`src/rtl/core/sliding_window_median_defines.svh`:
```
// Assertion macros for the sliding window median block.
// Used by the top level only; no other dependencies.
`ifndef SLIDING_WINDOW_MEDIAN_DEFINES_SVH
`define SLIDING_WINDOW_MEDIAN_DEFINES_SVH
`ifndef SYNTHESIS
// Clocked check, masked while reset is asserted.
`define SWM_ASSERT(lbl, prop, msg) \
	lbl: assert property (@(posedge clk) disable iff (!arst_n) (prop)) else $error(msg);
// Same check, kept as a separate name for handshake-related properties.
`define SWM_ASSERT_HS(lbl, prop, msg) \
	`SWM_ASSERT(lbl, prop, msg)
`else
`define SWM_ASSERT(lbl, prop, msg)
`define SWM_ASSERT_HS(lbl, prop, msg)
`endif
`endif

```
`src/rtl/core/swm_pkg.sv`:
```
// Shared types and constants for the sliding window median block.
// No dependencies; imported by swm_ctrl, swm_dp and the top level.
package swm_pkg;

	localparam int DATA_W     = 16;
	localparam int WINDOW_DEF = 8;

	typedef enum logic [2:0] {
		ST_IDLE,
		ST_WRITE,
		ST_CAND,
		ST_CLOAD,
		ST_SCAN,
		ST_OUT
	} swm_state_t;

	// controller -> datapath
	typedef struct packed {
		logic take;    // latch the incoming sample
		logic wr;      // write sample into the window, advance ring pointer
		logic cand;    // read candidate entry, clear rank counters
		logic cload;   // latch candidate, start scan reads
		logic scan;    // scan window, count entries below / at candidate
		logic out_ld;  // load the result register
	} swm_cmd_t;

	// datapath -> controller
	typedef struct packed {
		logic scan_done;  // all compares for current candidate finished
		logic last_cand;  // current candidate is the last window entry
	} swm_sts_t;

endpackage

```
`src/rtl/core/swm_ram.sv`:
```
// Generic single write port, single read port RAM with registered read.
// No dependencies.
module swm_ram #(
	parameter int WIDTH = 16,
	parameter int DEPTH = 8,
	localparam int AW = (DEPTH > 1) ? $clog2(DEPTH) : 1
) (
	input  logic             clk,
	input  logic             we,
	input  logic [AW-1:0]    waddr,
	input  logic [WIDTH-1:0] wdata,
	input  logic             re,
	input  logic [AW-1:0]    raddr,
	output logic [WIDTH-1:0] rdata
);

	logic [WIDTH-1:0] mem [DEPTH];

	always_ff @(posedge clk) begin
		if (we) begin
			mem[waddr] <= wdata;
		end
		if (re) begin
			rdata <= mem[raddr];
		end
	end

endmodule

```
`src/rtl/core/swm_ctrl.sv`:
```
// Controller FSM for the sliding window median block.
// Depends on swm_pkg; drives swm_dp through swm_cmd_t.
module swm_ctrl import swm_pkg::*; (
	input  logic     clk,
	input  logic     arst_n,
	input  logic     s_tvalid,
	output logic     s_tready,
	output logic     m_tvalid,
	input  logic     m_tready,
	input  swm_sts_t sts,
	output swm_cmd_t cmd
);

	swm_state_t state_q, state_d;
	logic       out_valid_q;

	always_ff @(posedge clk or negedge arst_n) begin
		if (!arst_n) begin
			state_q     <= ST_IDLE;
			out_valid_q <= 1'b0;
		end else begin
			state_q <= state_d;
			if (cmd.out_ld) begin
				out_valid_q <= 1'b1;
			end else if (m_tready) begin
				out_valid_q <= 1'b0;
			end
		end
	end

	// next state
	always_comb begin
		state_d = state_q;
		case (state_q)
			ST_IDLE: begin
				if (s_tvalid) begin
					state_d = ST_WRITE;
				end
			end
			ST_WRITE: state_d = ST_CAND;
			ST_CAND:  state_d = ST_CLOAD;
			ST_CLOAD: state_d = ST_SCAN;
			ST_SCAN: begin
				if (sts.scan_done) begin
					state_d = sts.last_cand ? ST_OUT : ST_CAND;
				end
			end
			ST_OUT: begin
				if (!out_valid_q || m_tready) begin
					state_d = ST_IDLE;
				end
			end
			default: state_d = ST_IDLE;
		endcase
	end

	// outputs
	always_comb begin
		cmd      = '0;
		s_tready = 1'b0;
		case (state_q)
			ST_IDLE: begin
				s_tready = 1'b1;
				cmd.take = s_tvalid;
			end
			ST_WRITE: cmd.wr    = 1'b1;
			ST_CAND:  cmd.cand  = 1'b1;
			ST_CLOAD: cmd.cload = 1'b1;
			ST_SCAN:  cmd.scan  = 1'b1;
			ST_OUT:   cmd.out_ld = !out_valid_q || m_tready;
			default: begin
				cmd      = '0;
				s_tready = 1'b0;
			end
		endcase
	end

	assign m_tvalid = out_valid_q;

endmodule

```
`src/rtl/core/swm_dp.sv`:
```
// Datapath for the sliding window median block: window RAM, ring pointer,
// rank counters and result register. Depends on swm_pkg and swm_ram.
module swm_dp import swm_pkg::*; #(
	parameter int WINDOW = WINDOW_DEF
) (
	input  logic              clk,
	input  logic              arst_n,
	input  swm_cmd_t          cmd,
	output swm_sts_t          sts,
	input  logic [DATA_W-1:0] sample,
	output logic [DATA_W-1:0] median
);

	localparam int IW = (WINDOW > 1) ? $clog2(WINDOW) : 1;
	localparam int CW = $clog2(WINDOW + 1);
	localparam logic [CW-1:0] N_C  = CW'(WINDOW);
	localparam logic [IW-1:0] LAST = IW'(WINDOW - 1);
	// sorted positions of the two middle entries (equal for odd windows)
	localparam logic [CW-1:0] R_HI = CW'(WINDOW / 2);
	localparam logic [CW-1:0] R_LO = (WINDOW % 2 == 0) ? CW'(WINDOW / 2 - 1) : CW'(WINDOW / 2);

	logic [IW-1:0]     wpos_q;
	logic [CW-1:0]     fill_q;
	logic [IW-1:0]     i_q;
	logic [CW-1:0]     j_q;
	logic [CW-1:0]     lt_q, le_q;
	logic              cmp_s1;
	logic [IW-1:0]     jidx_s1;
	logic [DATA_W-1:0] sample_q, cand_q, lo_q, hi_q, med_q;

	logic              issue, re;
	logic [IW-1:0]     raddr;
	logic [DATA_W-1:0] rdata, scan_val;
	logic              rank_upd;
	logic [DATA_W:0]   sum;

	swm_ram #(
		.WIDTH(DATA_W),
		.DEPTH(WINDOW)
	) u_ram (
		.clk  (clk),
		.we   (cmd.wr),
		.waddr(wpos_q),
		.wdata(sample_q),
		.re   (re),
		.raddr(raddr),
		.rdata(rdata)
	);

	assign issue = (cmd.cload || cmd.scan) && (j_q != N_C);
	assign re    = cmd.cand || issue;
	assign raddr = cmd.cand ? i_q : j_q[IW-1:0];

	// entries never written since reset read as zero
	assign scan_val = (CW'(jidx_s1) < fill_q) ? rdata : '0;

	assign sts.scan_done = (j_q == N_C) && !cmp_s1;
	assign sts.last_cand = (i_q == LAST);
	assign rank_upd      = cmd.scan && sts.scan_done;

	always_ff @(posedge clk or negedge arst_n) begin
		if (!arst_n) begin
			wpos_q <= '0;
			fill_q <= '0;
			i_q    <= '0;
			j_q    <= '0;
			lt_q   <= '0;
			le_q   <= '0;
			cmp_s1 <= 1'b0;
		end else begin
			if (cmd.wr) begin
				wpos_q <= (wpos_q == LAST) ? '0 : wpos_q + 1'b1;
				if (fill_q != N_C) begin
					fill_q <= fill_q + 1'b1;
				end
				i_q <= '0;
			end
			if (cmd.cand) begin
				j_q    <= '0;
				lt_q   <= '0;
				le_q   <= '0;
				cmp_s1 <= 1'b0;
			end else if (cmd.cload || cmd.scan) begin
				cmp_s1 <= issue;
				j_q    <= j_q + CW'(issue);
				if (cmp_s1) begin
					lt_q <= lt_q + CW'(scan_val < cand_q);
					le_q <= le_q + CW'(scan_val <= cand_q);
				end
			end
			if (rank_upd) begin
				i_q <= i_q + 1'b1;
			end
		end
	end

	always_ff @(posedge clk) begin
		if (cmd.take) begin
			sample_q <= sample;
		end
		if (cmd.cload) begin
			cand_q <= (CW'(i_q) < fill_q) ? rdata : '0;
		end
		if (issue) begin
			jidx_s1 <= j_q[IW-1:0];
		end
		// candidate covers sorted positions lt .. le-1
		if (rank_upd && (lt_q <= R_LO) && (R_LO < le_q)) begin
			lo_q <= cand_q;
		end
		if (rank_upd && (lt_q <= R_HI) && (R_HI < le_q)) begin
			hi_q <= cand_q;
		end
		if (cmd.out_ld) begin
			med_q <= sum[DATA_W:1];
		end
	end

	assign sum    = {1'b0, lo_q} + {1'b0, hi_q};
	assign median = med_q;

endmodule

```
`src/rtl/core/sliding_window_median.sv`:
```
// Sliding window median filter, top level. Each sample transfer overwrites the
// oldest of WINDOW stored samples; one median transfer follows per sample. The
// median is found by ranking: each window entry in turn is compared against all
// entries, one RAM read per cycle, through the single read port of the window RAM.
// A new sample is accepted only once the previous median has been loaded into
// the output register. Entries not yet written since reset count as zero through
// a fill counter, so reset needs no clearing pass. A finished result waits in an
// output register while the next sample is taken.
`include "sliding_window_median_defines.svh"
module sliding_window_median import swm_pkg::*; #(
	parameter int WINDOW = WINDOW_DEF
) (
	input  logic        clk,
	input  logic        arst_n,
	input  logic        s_tvalid,
	output logic        s_tready,
	input  logic [15:0] s_tdata,   // [15:0] sample
	output logic        m_tvalid,
	input  logic        m_tready,
	output logic [15:0] m_tdata    // [15:0] median
);

	swm_cmd_t cmd;
	swm_sts_t sts;

	swm_ctrl u_ctrl (
		.clk     (clk),
		.arst_n  (arst_n),
		.s_tvalid(s_tvalid),
		.s_tready(s_tready),
		.m_tvalid(m_tvalid),
		.m_tready(m_tready),
		.sts     (sts),
		.cmd     (cmd)
	);

	swm_dp #(
		.WINDOW(WINDOW)
	) u_dp (
		.clk   (clk),
		.arst_n(arst_n),
		.cmd   (cmd),
		.sts   (sts),
		.sample(s_tdata),
		.median(m_tdata)
	);

	`SWM_ASSERT_HS(a_take_then_write, (s_tvalid && s_tready) |=> cmd.wr, "accepted sample not written")
	`SWM_ASSERT(a_load_sets_valid, cmd.out_ld |=> m_tvalid, "result loaded but not presented")
	`SWM_ASSERT(a_busy_blocks_input, (cmd.scan && sts.scan_done && sts.last_cand) |=> !s_tready, "input taken before result loaded")

endmodule

```
`config.mk`:
```
export PLATFORM = sky130hd
export DESIGN_NAME = sliding_window_median
export DESIGN_NICKNAME = d
export VERILOG_FILES = /design/src/rtl/core/swm_pkg.sv /design/src/rtl/core/swm_ram.sv /design/src/rtl/core/swm_ctrl.sv /design/src/rtl/core/swm_dp.sv /design/src/rtl/core/sliding_window_median.sv
export VERILOG_INCLUDE_DIRS = /design/src /design/src/rtl/core
export SDC_FILE = /design/constraint.sdc
export NUM_CORES = 1
export LEC_CHECK = 0
export ABC_AREA = 1
export BUFFER_PORTS_ARGS = -buffer_cell sky130_fd_sc_hd__buf_2
export CAP_MARGIN = 20
export CORE_UTILIZATION = 60
export DETAILED_ROUTE_END_ITERATION = 16
export PLACE_DENSITY_LB_ADDON = 0.2
export SLEW_MARGIN = 30
export SYNTH_ARGS = -nofsm -noshare
export SYNTH_HDL_FRONTEND = slang
export SYNTH_HIERARCHICAL = 1
export SYNTH_SLANG_ARGS = --single-unit
export TNS_END_PERCENT = 50
```
`constraint.sdc`:
```
create_clock -name clk -period 3.1 [get_ports clk]
set_input_delay 0 -clock clk [delete_from_list [all_inputs] [get_ports clk]]
set_output_delay 0 -clock clk [all_outputs]
set_load 0.005 [all_outputs]
```
After elaboration in Yosys (flattened, before gate mapping)
Memory sizes are Yosys's and may differ from the RTL's. A register that Yosys moved wholly into a read port is not among the register bits.
Index checks and enable logic that the tools add are counted.
{ "word_totals": {"register_bits": 110, "latch_bits": 0, "ram_bits": 128, "mem_bits_ro": 0, "inputBits": 20, "output_inout_bits": 18, "word_cells": 95, "mem_count": 1} }
{ "mem_list": {"columns": ["memory", "depth", "width", "read_ports", "rd_clocked_by_memory_dff", "write_ports", "line", "text"], "rows": [
  ["u_dp.u_ram.mem", 8, 16, 1, 1, 1, "swm_ram.sv:17", "logic [WIDTH-1:0] mem [DEPTH];"]
]} }
{ "op_classes": {"add_sub_neg": 7, "multipliers": 0, "div": 0, "n_lt_le_gt_ge": 8, "eq_ne": 13, "n_shift": 0, "mux": 31, "bitwise": 0, "reduce_logical": 20} }
{ "ops": {"columns": ["op", "count"], "rows": [
  ["4-bit 2-to-1 mux", 8],
  ["3-bit 2-to-1 mux", 8],
  ["3-bit case mux with 6 select lines", 1],
  ["16-bit by 16-bit adder with 17-bit output", 1],
  ["16-bit <= comparator", 1],
  ["16-bit < comparator", 1],
  ["16-bit 2-to-1 mux", 1],
  ["1-bit 2-to-1 mux", 13],
  ["4-bit by 1-bit adder with 4-bit output", 3],
  ["3-bit == test (second input constant)", 4],
  ["3-bit by 4-bit < comparator with 1-bit output", 2],
  ["4-bit inequality test (second input constant)", 2],
  ["2-bit nonzero test", 4],
  ["1-bit logical AND", 7],
  ["3-bit by 1-bit adder with 3-bit output (second input constant)", 2],
  ["3-bit by 2-bit == test with 1-bit output (second input constant)", 2],
  ["4-bit by 1-bit adder with 4-bit output (second input constant)", 1],
  ["4-bit == test (second input constant)", 1],
  ["4-bit by 2-bit <= comparator with 1-bit output (second input constant)", 1],
  ["4-bit by 3-bit <= comparator with 1-bit output (second input constant)", 1],
  ["2-bit by 4-bit < comparator with 1-bit output (first input constant)", 1],
  ["3-bit by 4-bit < comparator with 1-bit output (first input constant)", 1],
  ["2-bit by 1-bit inequality test with 1-bit output (second input constant)", 2],
  ["2-bit AND reduction", 2],
  ["6 further kinds", 9]
]} }

Longest topological paths before layout
Gate-level depths: netlist (run 1).
{ "logic_depth": {"ltp_word": 7, "ltp_mapped": 22, "depth_no_buf": 22} }

By module
The synthesis (run 1) kept the hierarchy.
{ "modules_own_cells": {"columns": ["mod", "n_inst", "cells_per_inst", "area_per_inst_um2", "seq_area_each_um2"], "rows": [
  ["swm_ram", 1, 587, 6149.6, 4324.1],
  ["swm_dp", 1, 542, 5477.8, 3067.9],
  ["swm_ctrl", 1, 45, 289.0, 100.1]
]} }

Worst setup path before layout (run 1)
No wires, ideal clock.
{ "synth_timing": {"kind": "flip-flop to flip-flop", "startpoint": "register u_dp.fill_q[1]", "endpoint": "register u_dp.le_q[2]", "setup_time_ns": 0.131, "arrival_ns": 2.503, "t_required_ns": 2.969, "slack_ns": 0.466, "path_stages_with_launch": 20, "n_path_buf": 1, "synth_period_minus_slack_ns": 2.634, "path_cell_list": "dfrtp_1 inv_1 ha_1 o21ai_0 nand2_1 nand3_2 nand2_2 buf_6 nor2_1 ha_1 nand2_1 nor3_1 nand2_1 nand2_1 nand2_1 ha_1 ha_1 nand2_1 xor2_1 nor2_1"} }
{ "synth_via": {"elab_chain_len": 7} }
{ "synth_lines": {"columns": ["element", "line", "text"], "rows": [
  ["from (decl)", "swm_dp.sv:23", "logic [CW-1:0] fill_q;"],
  ["from (signal assigned)", "swm_dp.sv:74", "fill_q <= fill_q + 1'b1;"],
  ["3-bit by 4-bit < comparator with 1-bit output", "swm_dp.sv:55", "assign scan_val = (CW'(jidx_s1) < fill_q) ? rdata : '0;"],
  ["16-bit 2-to-1 mux", "swm_dp.sv:55", null],
  ["16-bit <= comparator", "swm_dp.sv:88", "le_q <= le_q + CW'(scan_val <= cand_q);"],
  ["4-bit by 1-bit adder with 4-bit output", "swm_dp.sv:88", null],
  ["4-bit 2-to-1 mux", "swm_dp.sv:86", "if (cmp_s1) begin"],
  ["4-bit 2-to-1 mux", "swm_dp.sv:83", "end else if (cmd.cload || cmd.scan) begin"],
  ["4-bit 2-to-1 mux", "swm_dp.sv:78", "if (cmd.cand) begin"],
  ["to (signal assigned)", "swm_dp.sv:88", null],
  ["to (decl)", "swm_dp.sv:26", "logic [CW-1:0] lt_q, le_q;"]
]} }
No other way between the ends. The select of a mux whose other input is x is not followed.
A chain may end at the register's enable or synchronous reset.

Worst setup path after layout (run 1)
Same ends and word-level chain as after synthesis.

==> out/results.ini, run 1 <==
[synth]
yosysSeqAreaShare_pct=62.9
synth_compound_area_share_pct=2.50
async_flop_share_pct=10.6
synth_area_um2=11900
yosysWarnings=6
syn_nets=1242
yosysUniqueCellTypes=32
muxShareOfSynthArea_pct=0
synth_edf_count=227
synth_xor_area_share_pct=0.882
synth_seq_cells=254
avgSynthCellArea_um2=10.2
synth-simple-area-share_pct=19.2
synth_top_family_by_area=simple AND/OR/NAND/NOR gates
synthAdderAreaFrac_pct=5.10
ys.flop_type=edfxtp_1
synth_cells=1174

[clocking]
cts_sinks=254
h-tree-depth=1
clock_latency_ps=540
cts-root-buf=clkbuf_16
clock_path_buffers=3
numCtsBuffers=26
cts_tree=yes
clkTransAtPathRegs_ps=60

[final_layout]
multi_input_area_um2=3370
drive_above_1_share_pct=10.5
num-nets-final=1321
final_common_cell=nand2_1
register_area_um2=7490
syn_to_final_growth_pct=13.9
final_cell_mix=nand2_1 (352), inv_1 (238), edfxtp_1 (227), nand3_1 (92), nor2_1 (52)
nFillCells=1380
post-route-util_pct=69.7
diodes=0

[timing]
fin_ws_ps=242
worst_pin_slew_ps=810
period_share_pct=92.2
finalSetupViolCount=0
maxSlewViolCount=0
maxSlewHeadroom_pct=46.0
finalClockSkew_ps=24.8
fin_crit_ps=2860
max_freq_ghz=0.350
hold_violations=0

[pwr]
p_leak_nw=6.12
ir_drop_mv=0.572
p_per_area_nw_per_um2=518

[global_route]
gr-total-overflow=0
antenna_found_initial=0
grt_pass1_wl_um=36600
grt_usage_pct=23.6
grt_max_degree=50
grt_pass1_vias=7559

[drt]
initialDrtViolationCount=458
avgViaCountPerCell=5.05
drtPass1Iterations=5
route.detailed.drc=0
route.vias.total=7764
drt-total-wl_um=23000
ant_nets=0
wire_per_inst_um=14.9

[critical_path]
path_common_cell=nand2_1
cp-start-kind=register
crit_chain=inv_2, ha_1, o21ai_0, nand2_1, nand3_4, nand2_8, nor2_1, ha_1, nand2_1, nor3_2, nand2_1, nand2_1, nand2_1, ha_1, ha_1, nand2_1, xor2_1, nor2_1
cpPeakStageDelay_ps=380
slowest_stage=dfrtp_1
path_buf_inv=1
critical_path_peak_fanout=8
critPathCaptureType=register
crit_arrival_ps=3270
cp.required_ps=3510
path_delay_family=simple AND/OR/NAND/NOR gates
critical_path_class=reg2reg

[outcome]
outcome=finished, final reports clean

[placement]
post-place-ws_ps=115
io_buffers=37
hpwl_um=13900
gp_congestion=0.894

[floorplan]
placementRows=51
ios=38
dieHeight_um=143
initial_core_util_pct=61.2
dieWidth_um=143
dieArea_um2=20400
core_area_um2=19500

[flow_run]
cap_violations=0

[min_path]
min_path_type=in2async

==> layout make-up <==
type | count | area share, %
repair buffers | 78 | 4.08
well taps | 265 | 2.44
flip-flops and latches | 254 | 55.2
clock buffers | 32 | 4.96
inverters | 241 | 6.67
multi-input cells | 652 | 24.8
clock inverters | 15 | 1.81
==> logic make-up (layout without fill, tap and decap cells) <==
group,count (synthesis),in the layout
buf+inv,269,366
simple gates,538,539
fa+ha+maj,48,48
flops,254,254
compound gates,53,53
xor+xnor,12,12
==> path summary, 6_finish.rpt <==
| path | start | endpoint | slack, ps | cells past startpoint |
|---|---|---|---|---|
| setup / recovery | u_dp/fill_q[1]$_DFFE_PN0P_ | u_dp/le_q[2]$_DFFE_PN0P_ | 240 | 18 |
| hold / removal | arst_n | u_dp/wpos_q[0]$_DFFE_PN0P_ | 20 | 2 |
| setup reg to reg | u_dp/fill_q[1]$_DFFE_PN0P_ | u_dp/le_q[2]$_DFFE_PN0P_ | 240 | 18 |
| hold reg to reg | u_dp/j_q[3]$_DFFE_PN0P_ | u_dp/j_q[3]$_DFFE_PN0P_ | 460 | 1 |
| max in group asynchronous | arst_n | u_dp/fill_q[3]$_DFFE_PN0P_ | 2630 | 2 |
| min in group clk | s_tdata[10] | u_dp/sample_q[10]$_DFFE_PP_ | 170 | 2 |
==> flip-flops by register name, indices dropped and copies added, names as in the netlist <==
| signal | count |
|---|---|
| u_ctrl/m_tvalid | 1 |
| u_dp/u_ram/rdata | 16 |
| u_dp/u_ram/mem | 128 |
| u_dp/i_q | 3 |
| u_dp/le_q | 4 |
| u_dp/cand_q | 16 |
| u_dp/hi_q | 16 |
| u_dp/sample_q | 16 |
| u_ctrl/state_q | 3 |
| u_dp/fill_q | 4 |
| u_dp/wpos_q | 3 |
| u_dp/lt_q | 4 |
| u_dp/median | 16 |
| u_dp/j_q | 4 |
| u_dp/cmp_s1 | 1 |
| u_dp/jidx_s1 | 3 |
| u_dp/lo_q | 16 |
==> power by group <==
group | internal, W | total, W | leakage, nW | switching (W)
registers | 0.00368 | 0.00368 | 2.26 | 0.0000000000000000000213
clock network | 0.00205 | 0.00331 | 0.446 | 0.00126
logic | 0.0000240 | 0.0000386 | 3.41 | 0.0000146
total | 0.00575 | 0.00703 | 6.12 | 0.00128
==> repair_timing <==
action | CTS | global route
setup endpoints to repair | 0 | 6
resized for setup | 0 | 6
buffers inserted | 0 | 1
hold endpoints to repair | 47 | 0
hold buffers | 19 | 0
==> cell usage after synthesis, drive strengths merged (2+ instances only) <==
| cell | count | area [um2] |
|---|---|---|
| nand2 | 360 | 1370 |
| inv | 241 | 905 |
| edfxtp | 227 | 6820 |
| nand3 | 93 | 470 |
| nor2 | 69 | 359 |
| ha | 47 | 588 |
| a21oi | 28 | 151 |
| buf | 27 | 213 |
| dfrtp | 27 | 676 |
| o21ai | 19 | 98.8 |
| xor2 | 10 | 87.6 |
| nand4 | 8 | 50.1 |
| nor3 | 7 | 35.0 |
| o21a | 2 | 15.0 |
| o22ai | 2 | 12.5 |
| xnor2 | 2 | 17.5 |
==> routing by layer <==
metal  part of all wire (%)  track usage (%)
met1                     41             28.1
met2                     52             43.9
met5                      0                0
met4                    2.9             7.87
met3                    4.3             2.92
==> through the flow <==
step           total power [W]  instance area [um2]  TNS [ps]  hold slack [ps]  std cells
2_1_floorplan          0.00375                11900         0             -296       1174
3_3_place_gp           0.00377                12400         0             54.4       1469
3_5_place_dp           0.00377                12400         0             63.9       1469
4_1_cts                0.00707                13500         0             20.9       1535
5_1_grt                0.00721                13600     -1.53             87.3       1537
6_report               0.00703                13600         0             17.8       1537
Power figures use the tool's default switching activity.
==> inputs of run 2 (changes only) <==
Settings changed: BUFFER_PORTS_ARGS -buffer_cell sky130_fd_sc_hd__buf_2 to unset, CORE_ASPECT_RATIO set to 1.1, CORE_MARGIN set to 3, DONT_BUFFER_PORTS set to 1.
==> out/results.ini, run 2 (synthesized netlist as in run 1, its figures left out) <==
[flow_run]
cap_violations=0  ; unchanged

[placement]
dp.cells=1415  ; -3.7%
hpwl_um=13900  ; -0.25%
io_buffers=0  ; -100%
gp_congestion=0.816  ; -8.7%

[drt]
drtPass1Iterations=5  ; unchanged
drt-total-wl_um=22300  ; -2.9%
route.vias.total=7609  ; -2.0%
ant_nets=0  ; unchanged
route.detailed.drc=0  ; unchanged
initialDrtViolationCount=385  ; -16%
wire_per_inst_um=15.0  ; +0.61%
avgViaCountPerCell=5.13  ; +1.6%

[final_layout]
post-route-util_pct=69.2  ; -0.51 points
syn_to_final_growth_pct=12.1
diodes=0  ; unchanged
stdcell_count=1483  ; -3.5%
largest-register=u_dp/u_ram/mem
final_common_cell=nand2_1
drive_above_1_share_pct=7.69  ; -2.8 points
largest_reg_flops=128  ; unchanged
num-nets-final=1285  ; -2.7%
final_cell_mix=nand2_1 (352), inv_1 (239), edfxtp_1 (227), nand3_1 (92), nor2_1 (53)

[timing]
fin_tns_setup_ps=0  ; unchanged
finalClockSkew_ps=22.1  ; -2.73 ps
finalSetupViolCount=0  ; unchanged
fin_crit_ps=2830  ; -27.2 ps
maxSlewHeadroom_pct=44.8  ; -1.2 points
max_freq_ghz=0.353  ; +0.96%
rsz0062_at_grt=no
hold_violations=0  ; unchanged
worst_pin_slew_ps=825  ; +15.9 ps
maxSlewViolCount=0  ; unchanged
period_share_pct=91.3  ; -0.88 points
hold_ws_ps=31.2  ; +13.4 ps

[critical_path]
crit_arrival_ps=3240  ; -30 ps
timing.rr.start=u_dp/fill_q[1]$_DFFE_PN0P_
critPathCaptureType=register
cp-start-kind=register
cp.required_ps=3510  ; about the same
critical_path_class=reg2reg
crit_start=u_dp/fill_q[1]$_DFFE_PN0P_
critical_path_peak_fanout=15  ; +7

[pwr]
p_leak_nw=5.96  ; -2.6%
ir_drop_mv=0.451  ; -21%
total_power_w=0.00695  ; -1.1%
p_per_area_nw_per_um2=521  ; +0.48%

[global_route]
grt_pass1_vias=7473  ; -1.1%
grt_pass1_wl_um=36500  ; -0.43%
antenna_found_initial=0  ; unchanged
grt_usage_pct=21.0  ; -2.6 points
gr-total-overflow=0  ; unchanged
grt_max_degree=65  ; +30%

[clocking]
cts-root-buf=clkbuf_16
clock_path_buffers=3  ; unchanged
h-tree-depth=1  ; unchanged
cts_sinks=254  ; unchanged
numCtsBuffers=26  ; unchanged
cts_tree=yes
clock_latency_ps=530  ; about the same
clkTransAtPathRegs_ps=60  ; about the same
post_cts_buffers=0  ; unchanged

[floorplan]
dieHeight_um=154  ; +7.6%
initial_core_util_pct=61.8  ; +0.52 points
dieArea_um2=21600  ; +5.7%
ios=38  ; unchanged
core_area_um2=19300  ; -0.85%
dieWidth_um=140  ; -1.8%
placementRows=53  ; +3.9%

[min_path]
min_path_type=in2async

[outcome]
outcome=finished, final reports clean

## run 2: cell count changes in the layout (fill, tap and decap cells not counted), sizes merged
cell      delta
clkinvlp     +3
buf         -35
nand2        -1
clkinv       -2
bufinv       -1
## run 2: report_power, final
group	internal, W	switching [W]
combinational	0.0000210	0.0000119
clock	0.00200	0.00124
sequential	0.00368	0.0000000000000000000582
total	0.00570	0.00125
## run 2: path summary, 6_finish.rpt
path                                                   end  depth (start not counted)  slack (ps)
worst max-delay path              u_dp/le_q[2]$_DFFE_PN0P_                         18         270
worst min-delay path              u_dp/lt_q[2]$_DFFE_PN0P_                          3          30
worst max register to register    u_dp/le_q[2]$_DFFE_PN0P_                         18         270
worst min register to register      u_dp/lo_q[9]$_DFFE_PP_                          0         470
max in group asynchronous         u_dp/lt_q[0]$_DFFE_PN0P_                          3        2910
min in group clk                u_dp/sample_q[0]$_DFFE_PP_                          1         100
## run 2: timing repair
| action | 4_1_cts | 5_1_grt |
|---|---|---|
| resized for setup | 0 | 1 |
| endpoints found under the hold margin | 53 | 0 |
| hold buffers | 21 | 0 |
| endpoints found under the setup margin | 0 | 4 |
## run 2: stage by stage
| stage | instance area [um2] | worst slack, ps |
|---|---|---|
| floorplan | 11900 | 466 |
| global placement | 12200 | 255 |
| detailed placement | 12200 | 199 |
| CTS | 13400 | 176 |
| global route | 13400 | 12.6 |
| finish | 13400 | 269 |
## run 2: layer usage
| layer | routed length (um) | up-vias | track usage [%] |
|---|---|---|---|
| li1 | - | 3838 | - |
| met1 | 8960 | 3503 | 25.4 |
| met2 | 11600 | 202 | 38.6 |
| met3 | 1050 | 66 | 2.74 |
| met4 | 731 | 0 | 7.06 |
| met5 | 0 | - | 0 |
## run 2: critical path, stage by stage (launching register included)
cell     delay, ps
dfrtp_1        370
inv_1          100
ha_1           280
o21ai_0         70
nand2_1         70
nand3_2         90
nand2_4        170
nor2_1          70
ha_1           290
nand2_1         80
nor3_1         260
nand2_1         80
nand2_1         90
nand2_1         60
ha_1           200
ha_1           180
nand2_1         70
xor2_1         150
nor2_1          50
## run 2: layout make-up
type                    instances  area [um2]
flip-flops and latches        254        7490
fillers                      1384        5940
multi-input cells             651        3330
inverters                     241         905
clock buffers                  32         694
repair buffers                 43         420
well taps                     247         309
clock inverters                15         201
==> inputs of run 3 (changes only) <==
Clock period 3.1 ns to 3.27 ns, I/O delays scaled along.
==> out/results.ini, run 3 (synthesized netlist as in run 1, its figures left out) <==
[drt]
drtPass1Iterations=5  ; unchanged
ant_nets=0  ; unchanged
avgViaCountPerCell=5.14  ; +0.25%
route.vias.total=7602  ; -0.092%
route.detailed.drc=0  ; unchanged
initialDrtViolationCount=555  ; +44%
drt-total-wl_um=22000  ; -1.5%
wire_per_inst_um=14.9  ; -1.2%

[timing]
period_share_pct=89.4  ; -1.9 points
rsz0062_at_grt=no
max_freq_ghz=0.342  ; -3.2%
finalClockSkew_ps=13.0  ; -9.11 ps
hold_ws_ps=25.2  ; -6.01 ps
hold_violations=0  ; unchanged
maxSlewHeadroom_pct=46.1  ; +1.3 points
fin_tns_setup_ps=0  ; unchanged
maxSlewViolCount=0  ; unchanged
worst_pin_slew_ps=806  ; -19.3 ps
fin_crit_ps=2920  ; +92.5 ps
finalSetupViolCount=0  ; unchanged

[final_layout]
stdcell_area_um2=13300  ; -0.56%
diodes=0  ; unchanged
drive_above_1_share_pct=7.31  ; -0.37 points
largest-register=u_dp/u_ram/mem
final_cell_mix=nand2_1 (352), inv_1 (238), edfxtp_1 (227), nand3_1 (92), nor2_1 (53)
final_common_cell=nand2_1
largest_reg_flops=128  ; unchanged
syn_to_final_growth_pct=11.4
num-nets-final=1282  ; -0.23%
stdcell_count=1478  ; -0.34%

[global_route]
grt_pass1_wl_um=36400  ; -0.19%
gr-total-overflow=0  ; unchanged
antenna_found_initial=0  ; unchanged
grt_max_degree=65  ; unchanged
grt_usage_pct=20.8  ; -0.20 points
grt_pass1_vias=7571  ; +1.3%

[pwr]
p_per_area_nw_per_um2=484  ; -7.1%
internal-power_w=0.00530  ; -7.0%
power_switching_w=0.00112  ; -10%
pwr-share-seq_pct=54.3  ; +1.4 points
ir_drop_mv=0.495  ; +9.8%
clock_power_share_pct=45.2  ; -1.4 points
p_sw_share_pct=17.5  ; -0.50 points
pwr-share-comb_pct=0.5  ; about the same
total_power_w=0.00643  ; -7.6%
p_leak_nw=5.93  ; -0.44%

[critical_path]
cpPeakStageDelay_ps=370  ; about the same
critPathCaptureType=register
cp-start-kind=register
cp.required_ps=3670  ; +160 ps
critical_path_class=reg2reg
path_buf_inv=1  ; unchanged
slowest_stage=dfrtp_1
path_common_cell=nand2_1
crit_arrival_ps=3330  ; +90 ps
path_delay_family=simple AND/OR/NAND/NOR gates
critical_path_peak_fanout=15  ; unchanged
crit_chain=inv_1, ha_1, o21ai_0, nand2_1, nand3_2, nand2_4, nor2_1, ha_1, nand2_1, nor3_1, nand2_1, nand2_1, nand2_1, ha_1, ha_1, nand2_1, xor2_1, nor2_1

[floorplan]
dieWidth_um=140  ; unchanged
initial_core_util_pct=61.8  ; unchanged
ios=38  ; unchanged
dieArea_um2=21600  ; unchanged
dieHeight_um=154  ; unchanged
placementRows=53  ; unchanged
core_area_um2=19300  ; unchanged

[clocking]
cts_tree=yes
h-tree-depth=1  ; unchanged
numCtsBuffers=25  ; -3.8%
clkTransAtPathRegs_ps=60  ; about the same
clock_latency_ps=510  ; -20 ps
post_cts_buffers=0  ; unchanged
clock_path_buffers=3  ; unchanged
cts-root-buf=clkbuf_16
cts_sinks=254  ; unchanged

[placement]
hpwl_um=13700  ; -1.4%
dp.cells=1413  ; -0.14%
io_buffers=0  ; unchanged
gp_congestion=0.815  ; about the same
placed_cell_area_um2=12200  ; -0.12%

[outcome]
outcome=finished, final reports clean

[min_path]
min_path_type=in2async

[flow_run]
cap_violations=0  ; unchanged

run 3: cell types whose count changed in the layout (fill, tap and decap cells not counted), sizes merged:
cell and delta:
buf -2, inv +1, clkinvlp -3, clkbuf -1
run 3: power groups by stage:
stage | Combinational, W | Clock (W) | Sequential [W]
finish | 0.0000310 | 0.00291 | 0.00349
detailed placement | 0.000000574 | 0 | 0.00356
global route | 0.0000343 | 0.00311 | 0.00349
global placement | 0.000000556 | 0 | 0.00356
CTS | 0.0000314 | 0.00298 | 0.00349
floorplan | 0.000000362 | 0 | 0.00356
run 3: tightest hold or removal path, cell delays in order:
cell,delay (ps)
dlygate4sd3_1,590
buf_12,120
buf_12,180
run 3: cell type report:
class | count | area [um2]
multi-input cells | 651 | 3330
inverters | 241 | 905
clock buffers | 31 | 648
repair buffers | 41 | 405
clock inverters | 13 | 188
fillers | 1391 | 6020
flip-flops and latches | 254 | 7490
well taps | 247 | 309
run 3: path summary, 6_finish.rpt:
check                           slack, ps  cells after the start                     endpoint                         start
worst max-delay path                  350                     18     u_dp/le_q[2]$_DFFE_PN0P_    u_dp/fill_q[1]$_DFFE_PN0P_
worst min-delay path                   30                      3     u_dp/le_q[2]$_DFFE_PN0P_                        arst_n
worst max register to register        350                     18     u_dp/le_q[2]$_DFFE_PN0P_    u_dp/fill_q[1]$_DFFE_PN0P_
worst min register to register        470                      0       u_dp/lo_q[3]$_DFFE_PP_  u_dp/cand_q[3]$_SDFFCE_PP0P_
max in group asynchronous            3080                      3      u_dp/j_q[3]$_DFFE_PN0P_                        arst_n
min in group clk                      110                      1  u_dp/sample_q[10]$_DFFE_PP_                   s_tdata[10]
run 3: timing repair:
item	CTS	global route
endpoints found under the hold margin	58	0
hold buffers	21	0
setup endpoints to repair	0	4
gates resized for setup	0	1
run 3: layer usage:
metal / part of all wire, % / up-vias / track usage [%]
li1: - / 3825 / -
met1: 41 / 3540 / 26.1
met2: 51 / 179 / 37.7
met3: 4.4 / 58 / 2.77
met4: 2.8 / 0 / 6.05
met5: 0 / - / 0
run 3: per-stage QoR:
stage	util [%]	worst slack [ps]
5_1_grt	68.8	2.09
6_report	68.8	346
4_1_cts	68.8	292
3_3_place_gp	63.3	418
3_5_place_dp	63.3	294
2_1_floorplan	-	636
